$ cat config.mk
export PLATFORM = sky130hd
export DESIGN_NAME = two_stack_queue_core_flat
export DESIGN_NICKNAME = d
export VERILOG_FILES = /design/src/hw/rtl/tsq_pkg.sv /design/src/hw/rtl/tsq_if.sv /design/src/hw/rtl/two_stack_queue_core.sv /design/src/hw/rtl/tsq_stack_ram.sv /design/src/flat_wrapper.sv
export SDC_FILE = /design/constraint.sdc
export NUM_CORES = 1
export LEC_CHECK = 0
export BUFFER_PORTS_ARGS = -buffer_cell sky130_fd_sc_hd__buf_2
export CAP_MARGIN = 15
export CORE_ASPECT_RATIO = 1.2
export CORE_MARGIN = 10
export CORE_UTILIZATION = 40
export CTS_BUF_LIST = sky130_fd_sc_hd__clkbuf_2 sky130_fd_sc_hd__clkbuf_4 sky130_fd_sc_hd__clkbuf_8
export DETAILED_ROUTE_END_ITERATION = 8
export PLACE_DENSITY = 0.58
export SYNTH_ARGS = -nofsm -noshare
export SYNTH_HDL_FRONTEND = slang
export SYNTH_SLANG_ARGS = --single-unit
$ cat constraint.sdc
create_clock -name clk -period 6.3 [get_ports clk]
set_clock_uncertainty 0.2 [all_clocks]
set_input_delay 1.575 -clock clk [delete_from_list [all_inputs] [get_ports clk]]
set_output_delay 1.575 -clock clk [all_outputs]
set_load 0.005 [all_outputs]
$ cat src/hw/rtl/tsq_pkg.sv
// ----------------------------------------------------------------------------
// tsq_pkg
// shared constants and types for the two-stack queue
// ----------------------------------------------------------------------------
package tsq_pkg;

  localparam int DEPTH  = 16;
  localparam int ADDR_W = (DEPTH > 1) ? $clog2(DEPTH) : 1;
  localparam int CNT_W  = $clog2(DEPTH + 1);
  localparam int DATA_W = 32;
  localparam int OP_W   = 2;

  typedef logic [OP_W-1:0]          op_t;
  typedef logic signed [DATA_W-1:0] word_t;
  typedef logic [ADDR_W-1:0]        addr_t;
  typedef logic [CNT_W-1:0]         cnt_t;

  localparam op_t OP_PUSH = 2'd0;
  localparam op_t OP_POP  = 2'd1;
  localparam op_t OP_PEEK = 2'd2;

  localparam cnt_t CNT_FULL = CNT_W'(DEPTH);
  localparam cnt_t CNT_ZERO = '0;
  localparam cnt_t CNT_ONE  = CNT_W'(1);
  localparam cnt_t CNT_TWO  = CNT_W'(2);

endpackage

$ cat src/hw/rtl/tsq_if.sv
// ----------------------------------------------------------------------------
// tsq interfaces
// command and result channels of the two-stack queue
// ----------------------------------------------------------------------------
interface tsq_in_if;
  logic                  valid;
  logic                  ready;
  tsq_pkg::op_t          operation;
  tsq_pkg::word_t        value;

  modport source (output valid, output operation, output value, input ready);
  modport sink   (input valid, input operation, input value, output ready);
endinterface

interface tsq_out_if;
  logic                  valid;
  logic                  ready;
  tsq_pkg::word_t        front_value;
  logic                  queue_empty;
  logic                  error;

  modport source (output valid, output front_value, output queue_empty, output error,
                  input ready);
  modport sink   (input valid, input front_value, input queue_empty, input error,
                  output ready);
endinterface

$ cat src/hw/rtl/two_stack_queue_core.sv
// ----------------------------------------------------------------------------
// two_stack_queue_core
// first-in first-out queue of 32-bit words held in two stack memories
// ----------------------------------------------------------------------------
// Every command beat returns exactly one result beat. A push, a no-op code,
// or a pop/peek on an empty queue is answered in the cycle after it is
// taken. A pop or peek with words on the output stack first does a memory
// read, then waits for the registered read data and a free result register
// before loading the result. When the output stack is empty, the input
// stack is first copied across through the two memory ports, one word per
// cycle, before that read. A push to a full input stack is dropped and flagged.
// One command is in flight at a time; a new one is taken once the result
// register is free or being emptied in the same cycle.
module two_stack_queue_core (
  input  logic       clk,
  input  logic       rst_n,
  tsq_in_if.sink     in_ch,
  tsq_out_if.source  out_ch
);
  import tsq_pkg::*;

  localparam logic [1:0] S_IDLE = 2'd0;
  localparam logic [1:0] S_MOVE = 2'd1;
  localparam logic [1:0] S_READ = 2'd2;
  localparam logic [1:0] S_WAIT = 2'd3;

  logic [1:0] state_r, state_nxt;
  cnt_t       in_count_r, in_count_nxt;
  cnt_t       out_count_r, out_count_nxt;
  logic       pop_r, pop_nxt;

  logic       out_valid_r, out_valid_nxt;
  word_t      front_r;
  logic       empty_r;
  logic       err_r;

  logic       res_load;
  word_t      res_front;
  logic       res_empty;
  logic       res_err;

  logic       in_we, in_re, out_we, out_re;
  addr_t      in_raddr, out_raddr;
  word_t      in_rdata, out_rdata;
  cnt_t       in_top_c, in_next_c, out_top_c;
  logic       out_free;
  logic       in_fire;

  assign out_free  = !out_valid_r || out_ch.ready;
  assign in_ch.ready = (state_r == S_IDLE) && out_free;
  assign in_fire   = in_ch.valid && in_ch.ready;

  assign in_top_c  = in_count_r - CNT_ONE;
  assign in_next_c = in_count_r - CNT_TWO;
  assign out_top_c = out_count_r - CNT_ONE;

  tsq_stack_ram u_in_ram (
    .clk   (clk),
    .we    (in_we),
    .waddr (in_count_r[ADDR_W-1:0]),
    .wdata (in_ch.value),
    .re    (in_re),
    .raddr (in_raddr),
    .rdata (in_rdata)
  );

  tsq_stack_ram u_out_ram (
    .clk   (clk),
    .we    (out_we),
    .waddr (out_count_r[ADDR_W-1:0]),
    .wdata (in_rdata),
    .re    (out_re),
    .raddr (out_raddr),
    .rdata (out_rdata)
  );

  always_comb begin
    state_nxt     = state_r;
    in_count_nxt  = in_count_r;
    out_count_nxt = out_count_r;
    pop_nxt       = pop_r;
    in_we         = 1'b0;
    in_re         = 1'b0;
    in_raddr      = in_top_c[ADDR_W-1:0];
    out_we        = 1'b0;
    out_re        = 1'b0;
    out_raddr     = out_top_c[ADDR_W-1:0];
    res_load      = 1'b0;
    res_front     = '0;
    res_empty     = (in_count_r == CNT_ZERO) && (out_count_r == CNT_ZERO);
    res_err       = 1'b0;

    unique case (state_r)
      S_IDLE: begin
        if (in_fire) begin
          pop_nxt = (in_ch.operation == OP_POP);
          unique case (in_ch.operation) inside
            OP_PUSH: begin
              res_load = 1'b1;
              if (in_count_r != CNT_FULL) begin
                in_we        = 1'b1;
                in_count_nxt = in_count_r + CNT_ONE;
                res_empty    = 1'b0;
              end else begin
                res_err = 1'b1;
              end
            end
            OP_POP, OP_PEEK: begin
              if (out_count_r != CNT_ZERO) begin
                out_re    = 1'b1;
                state_nxt = S_WAIT;
              end else if (in_count_r != CNT_ZERO) begin
                in_re     = 1'b1;
                state_nxt = S_MOVE;
              end else begin
                res_load = 1'b1;
                res_err  = 1'b1;
              end
            end
            default: begin
              res_load = 1'b1;
            end
          endcase
        end
      end
      S_MOVE: begin
        out_we        = 1'b1;
        out_count_nxt = out_count_r + CNT_ONE;
        in_count_nxt  = in_count_r - CNT_ONE;
        if (in_count_r != CNT_ONE) begin
          in_re    = 1'b1;
          in_raddr = in_next_c[ADDR_W-1:0];
        end else begin
          state_nxt = S_READ;
        end
      end
      S_READ: begin
        out_re    = 1'b1;
        state_nxt = S_WAIT;
      end
      S_WAIT: begin
        if (out_free) begin
          res_load  = 1'b1;
          res_front = out_rdata;
          if (pop_r) begin
            out_count_nxt = out_count_r - CNT_ONE;
          end
          res_empty = (in_count_r == CNT_ZERO) && (out_count_nxt == CNT_ZERO);
          state_nxt = S_IDLE;
        end
      end
      default: begin
        state_nxt = S_IDLE;
      end
    endcase

    out_valid_nxt = res_load || (out_valid_r && !out_ch.ready);
  end

  always_ff @(posedge clk) begin
    if (!rst_n) begin
      state_r     <= S_IDLE;
      in_count_r  <= CNT_ZERO;
      out_count_r <= CNT_ZERO;
      pop_r       <= 1'b0;
      out_valid_r <= 1'b0;
    end else begin
      state_r     <= state_nxt;
      in_count_r  <= in_count_nxt;
      out_count_r <= out_count_nxt;
      pop_r       <= pop_nxt;
      out_valid_r <= out_valid_nxt;
    end
  end

  always_ff @(posedge clk) begin
    if (res_load) begin
      front_r <= res_front;
      empty_r <= res_empty;
      err_r   <= res_err;
    end
  end

  assign out_ch.valid       = out_valid_r;
  assign out_ch.front_value = front_r;
  assign out_ch.queue_empty = empty_r;
  assign out_ch.error       = err_r;

endmodule

$ cat src/hw/rtl/tsq_stack_ram.sv
// ----------------------------------------------------------------------------
// tsq_stack_ram
// one stack store: one write port, one read port, registered read data
// ----------------------------------------------------------------------------
module tsq_stack_ram (
  input  logic           clk,
  input  logic           we,
  input  tsq_pkg::addr_t waddr,
  input  tsq_pkg::word_t wdata,
  input  logic           re,
  input  tsq_pkg::addr_t raddr,
  output tsq_pkg::word_t rdata
);
  import tsq_pkg::*;

  word_t mem [DEPTH];
  word_t rdata_r;

  always_ff @(posedge clk) begin
    if (we) begin
      mem[waddr] <= wdata;
    end
    if (re) begin
      rdata_r <= mem[raddr];
    end
  end

  assign rdata = rdata_r;

endmodule
$ cat src/flat_wrapper.sv
// flat-port wrapper written by rule: the top's interface ports become plain ports
module two_stack_queue_core_flat import tsq_pkg::*;
  (clk, rst_n, in_ch_valid, in_ch_operation, in_ch_value, in_ch_ready, out_ch_valid, out_ch_front_value, out_ch_queue_empty, out_ch_error, out_ch_ready);
  tsq_in_if in_ch_i ();
  tsq_out_if out_ch_i ();
  input  logic clk;
  input  logic rst_n;
  input wire logic [$bits(in_ch_i.valid)-1:0] in_ch_valid;
  input wire logic [$bits(in_ch_i.operation)-1:0] in_ch_operation;
  input wire logic [$bits(in_ch_i.value)-1:0] in_ch_value;
  output wire logic [$bits(in_ch_i.ready)-1:0] in_ch_ready;
  output wire logic [$bits(out_ch_i.valid)-1:0] out_ch_valid;
  output wire logic [$bits(out_ch_i.front_value)-1:0] out_ch_front_value;
  output wire logic [$bits(out_ch_i.queue_empty)-1:0] out_ch_queue_empty;
  output wire logic [$bits(out_ch_i.error)-1:0] out_ch_error;
  input wire logic [$bits(out_ch_i.ready)-1:0] out_ch_ready;
  assign in_ch_i.valid = in_ch_valid;
  assign in_ch_i.operation = in_ch_operation;
  assign in_ch_i.value = in_ch_value;
  assign in_ch_ready = in_ch_i.ready;
  assign out_ch_valid = out_ch_i.valid;
  assign out_ch_front_value = out_ch_i.front_value;
  assign out_ch_queue_empty = out_ch_i.queue_empty;
  assign out_ch_error = out_ch_i.error;
  assign out_ch_i.ready = out_ch_ready;
  two_stack_queue_core u_core (.clk(clk), .rst_n(rst_n), .in_ch(in_ch_i), .out_ch(out_ch_i));
endmodule
After elaboration in Yosys (flattened, before gate mapping). Memories as Yosys holds them, arrays and structs flattened. A register that Yosys moved wholly into a read port is not among the register bits. Index checks and enable logic that the tools add are counted.

Memories: 2. Output and inout port bits: 36. RAM bits: 1024. Bits of input ports: 38. Register bits: 48. Logic and storage cells: 103.

Memories: u_core.u_in_ram.mem (words 16, bits a word 32, rd ports 1, clocked after memory_dff 1, write ports 1, line tsq_stack_ram.sv:16) `word_t mem [DEPTH];`; u_core.u_out_ram.mem (words 16, bits a word 32, rd ports 1, clocked after memory_dff 1, write ports 1, line tsq_stack_ram.sv:16).

Reductions and logical operators: 24. Equal/unequal tests: 14. Add/sub/neg operators: 5. Multiplexer cells: 50.

Operators with widths (number): $mux 5 (7); $mux 1 (27); $pmux 5 s2 (2); $logic_not 5->1 (3); $mux 2 (6); $add 5x1->5 const B (2); $pmux 1 s2 (5); $reduce_bool 5->1 (2); $sub 5x1->5 const B (2); $mux 4 (2); $ne 2x2->1 const B (4); $pmux 2 s4 (1); $eq 2x2->1 const B (3); $reduce_and 2->1 (3); $logic_and 1x1->1 (5); $ne 5x1->1 const B (1); $ne 5x5->1 const B (1); $reduce_and 5->1 (1); $eq 2x1->1 const B (2); $logic_not 2->1 (2); $ne 2x1->1 const B (2); $reduce_and 4->1 (1); $reduce_bool 2->1 (2); $sub 4x2->4 const B (1); 4 further kinds (6).

Longest topological paths before layout.
Depth after elaboration: 8. Mapped depth: 15. Gate-level depth less buffers: 7.

Hierarchy. Synthesis repeated with hierarchy kept, for this count alone.

Cell total of the unflattened synthesis: 1921. Area, all modules: 42952.4 um2.

By module, submodules not included: tsq_stack_ram (times used 2, area each 20155.6 um2, seq. area each 16335.7 um2, cells each 838); two_stack_queue_core (times used 1, area each 2641.3 um2, seq. area each 1301.2 um2, cells each 245).

Least setup slack after synthesis. No wires, ideal clock.

Path type: in2reg. Start: input out_ch_ready. End: register u_core.u_in_ram.rdata_r[0], in the netlist u_core.u_in_ram.rdata[0], read port of u_core.u_in_ram.mem, enable pin. Required time: 5.630 ns. Arrival: 4.588 ns. Setup time: 0.470 ns. Path slack: 1.042 ns. Stages: 4. Buffers on the path: 1. Cells stage by stage: nand2b_1 -> clkbuf_1 -> nand4_1 -> o31ai_1.

Cells in the longest elaborated chain, start to end: 5.

Ends and longest elaborated chain: start, declared (line flat_wrapper.sv:16) `input wire logic [$bits(out_ch_i.ready)-1:0] out_ch_ready;`; $logic_or 1x1->1 (line two_stack_queue_core.sv:49) `assign out_free = !out_valid_r || out_ch.ready;`; $logic_and 1x1->1 (line two_stack_queue_core.sv:50) `assign in_ch.ready = (state_r == S_IDLE) && out_free;`; $logic_and 1x1->1 (line two_stack_queue_core.sv:51) `assign in_fire = in_ch.valid && in_ch.ready;`; $mux 1 (line two_stack_queue_core.sv:95) `if (in_fire) begin`; $pmux 1 s2 (line two_stack_queue_core.sv:93) `unique case (state_r)`; named net u_core.in_re (line two_stack_queue_core.sv:42) `logic in_we, in_re, out_we, out_re;`; end, declared (line tsq_stack_ram.sv:17) `word_t rdata_r;`.

The timed path passes the listed nets, and every way through them passes these cells. A chain may end at the register's enable or synchronous reset.

Final worst setup path.
Start: register u_core.in_count_r[1]. End: register u_core.u_in_ram.rdata_r[10], in the netlist u_core.u_in_ram.rdata[10], read port of u_core.u_in_ram.mem, data pin.

Cells in the longest elaborated chain, start to end: 6. Elaborated cells between the ends (all ways): 12. Those cells by class: add/sub: 2; eq/ne: 1; mux: 8; reduce/logical: 1.

Ends and longest elaborated chain: start, declared (line two_stack_queue_core.sv:28) `cnt_t in_count_r, in_count_nxt;`; start signal, assigned (line two_stack_queue_core.sv:169) `in_count_r <= in_count_nxt;`; $reduce_bool 5->1 (line two_stack_queue_core.sv:112) `end else if (in_count_r != CNT_ZERO) begin`; $mux 1 (line two_stack_queue_core.sv:112); $mux 1 (line two_stack_queue_core.sv:109) `if (out_count_r != CNT_ZERO) begin`; $mux 1 (line two_stack_queue_core.sv:97) `unique case (in_ch.operation) inside`; $mux 1 (line two_stack_queue_core.sv:95); $pmux 1 s2 (line two_stack_queue_core.sv:93).

Several ways; a longest one is shown, not always the timed one.

==> results.json <==
{
  "nFillCells": 10200,
  "powerDensity_nw_per_um2": 451,
  "gp_congestion": 0.795,
  "finalSetupTns_ns": 0,
  "fin_hold_ws_ns": 0.325,
  "synth_warnings": 0,
  "synth_top_area_cell": "edfxtp_1",
  "hold_buffers": 0,
  "irDropWorstVdd_mv": 0.406,
  "layout_commonest_cell": "edfxtp_1",
  "rsz0062_at_grt": "no",
  "avgSynthCellArea_um2": 18.9,
  "p_leak_nw": 17.0,
  "ios": 74,
  "synth.distinct_cells": 67,
  "finalCritPeriodShare_pct": 68.1,
  "drc": 0,
  "detailed_place_hpwl_mm": 67.3,
  "syn_inst": 2552,
  "dp_slack_ns": 1.55,
  "reg2reg_slack_ns": 2.01,
  "antenna_found_initial": 5,
  "die_area_um2": 135000,
  "grt_usage_pct": 17.6,
  "synth_fp_nets": 2610,
  "p_sw_mw": 8.14,
  "grt_pass1_vias": 26900,
  "post_cts_buffers": 0,
  "clock_latency_ns": 0.88,
  "cts_buffers": 182,
  "startpoint_type": "flop",
  "wl_per_cell_um": 27.2,
  "overflow": 0,
  "critPathRequiredTime_ns": 6.70,
  "synth_area_um2": 48300,
  "synth_top_area_share_pct": 69.8,
  "maxCapViolations": 0,
  "fin_nets": 2754,
  "synth-seq-cells": 1136,
  "async_flop_share_pct": 0,
  "drive_gt1_share_pct": 28.9,
  "worstSetupPathType": "reg -> reg",
  "postRouteAntennaNets": 0,
  "die_w_um": 337,
  "power.internal_mw": 16.3,
  "dr.pass1.iters": 5,
  "min_path_type": "reg -> reg",
  "setup_viol_count_final": 0,
  "yosysSeqAreaShare_pct": 70.3,
  "start_util_pct": 40.3,
  "synth_edf_count": 1122,
  "period_minus_slack_ns": 4.29,
  "seqPwrFrac_pct": 42.8,
  "chipHeight_um": 401,
  "core_um2": 120000,
  "netlist_top_cells_area": "edfxtp_1 70%, mux4_2 14%, mux2i_1 3.4%, nand2_1 1.2%, mux2_2 1.0%",
  "cts_tree": "yes",
  "ctsResizeCount": 0,
  "grt_max_degree": 171,
  "htree_levels": 4,
  "maxClockFrequency_mhz": 233,
  "worst_pin_slew_ns": 1.34,
  "drt_iter0_markers": 2334,
  "switching_share_pct": 33.3,
  "combPwrFrac_pct": 31.8,
  "rows": 139,
  "clkTransAtPathRegs_ns": 0.06,
  "io_buffer_count": 73,
  "fin_util_pct": 45.3,
  "status": "finished clean",
  "crit_path_max_fanout": 18,
  "fin_ws_ns": 2.01,
  "clock_path_buffers": 3,
  "vias": 25400,
  "slew_viol_final": 0,
  "wl_mm": 120,
  "synth_ff_type": "edfxtp_1",
  "worst_ep_arrival_time_ns": 4.69,
  "finalHoldViolations": 0,
  "layout_common_cells": "1122 x edfxtp_1, 306 x mux4_2, 184 x clkbuf_8, 164 x mux2i_1, 153 x nand2_1",
  "post_drt_via_cell_ratio": 5.78,
  "numClockSinks": 1136,
  "grt_pass1_wl_mm": 178,
  "cts.root.buffer_cell": "clkbuf_8",
  "max-slew-margin-rel_pct": 10.5,
  "syn_to_final_growth_pct": 12.3,
  "critPathCaptureType": "flop",
  "pwr-share-clk_pct": 25.4
}
logic make-up after synthesis:
logic type / synth area share [%]
buffers and inverters: 1.89
AO/OA/AOI/OAI: 3.84
XOR/XNOR: 0.197
multiplexers: 18.9
flip-flops: 70.3
AND/OR/NAND/NOR: 4.32
adder cells (fa/ha/maj): 0.518
cells in the mapped netlist, drive strengths merged, types with 3 or more instances:
cell type,instances
nand2,155
mux4,310
and3,57
a31oi,3
and2,18
inv,13
o21a,4
a21oi,44
clkbuf,82
nor2b,58
nand4,5
o211ai,11
nand2b,4
a2111oi,20
nor3,9
o2111ai,7
ha,20
dfxtp,14
o32a,8
nor4b,4
edfxtp,1122
xor2,4
o31ai,3
a211oi,35
nor2,28
o21ai,77
a32oi,30
and4,10
mux2i,164
nand3,49
a22oi,15
xnor2,6
buf,93
mux2,43
path summary, 6_finish.rpt:
path | from | endpoint | depth (start not counted)
max | u_core.in_count_r[1] | u_core.u_in_ram.rdata[10] | 8
min | u_core.u_out_ram.rdata[6] | u_core.out_ch.front_value[6] | 1
max reg2reg | u_core.in_count_r[1] | u_core.u_in_ram.rdata[10] | 8
min reg2reg | u_core.u_out_ram.rdata[6] | u_core.out_ch.front_value[6] | 1
registers in the layout (all words and copies together) (netlist names):
register / cells
u_core.out_count_r: 5
u_core.state_r: 2
u_core.out_ch.front_value: 32
u_core.out_ch.error: 1
u_core.u_out_ram.rdata: 32
u_core.out_ch.queue_empty: 1
u_core.u_in_ram.mem: 512
u_core.in_count_r: 5
u_core.u_in_ram.rdata: 32
u_core.pop_r: 1
u_core.u_out_ram.mem: 512
u_core.out_ch.valid: 1
critical path: stages (launching register included):
cell and delay [ns]:
dfxtp_4 0.35, inv_1 0.50, ha_1 0.36, or4b_1 0.66, a221oi_1 0.42, o21a_1 0.71, buf_4 0.47, a32oi_1 0.10
and3_1 0.24
stage by stage:
step | total power, mW | area (µm²) | instances
final | 24.4 | 54200 | 4401
after global routing | 25.6 | 54200 | 4401
after CTS | 24.7 | 54200 | 4396
after detailed placement | 18.5 | 50600 | 4061
after global placement | 18.3 | 50500 | 4054
after floorplan | 15.8 | 48300 | 2552
power groups by stage:
stage                     Sequential [mW]  Combinational [mW]  Clock [mW]
after global placement               10.5                7.73           0
after detailed placement             10.6                7.83           0
after CTS                            10.5                7.84        6.34
after floorplan                      10.2                5.60           0
after global routing                 10.6                8.37        6.70
final                                10.5                7.78        6.20
metal layers:
| layer | wire length, µm | global-route usage, % | vias up |
|---|---|---|---|
| li1 | - | - | 10900 |
| met1 | 49900 | 23.1 | 13500 |
| met5 | 0 | 0 | - |
| met2 | 60000 | 29.4 | 853 |
| met3 | 7230 | 3.35 | 175 |
| met4 | 2570 | 5.35 | 0 |
area by class of cell:
class | count | area [µm²] | share of cell area (%)
Clock buffer | 253 | 3050 | 5.62
Sequential cell | 1136 | 34000 | 62.7
Multi-Input combinational cell | 1226 | 13700 | 25.2
Inverter | 15 | 56.3 | 0.104
Timing Repair Buffer | 135 | 1020 | 1.88
Antenna cell | 3 | 7.51 | 0.0138
Clock inverter | 82 | 520 | 0.960
Tap cell | 1551 | 1940 | 3.58
Note: power is estimated with default switching activity, not from simulation.
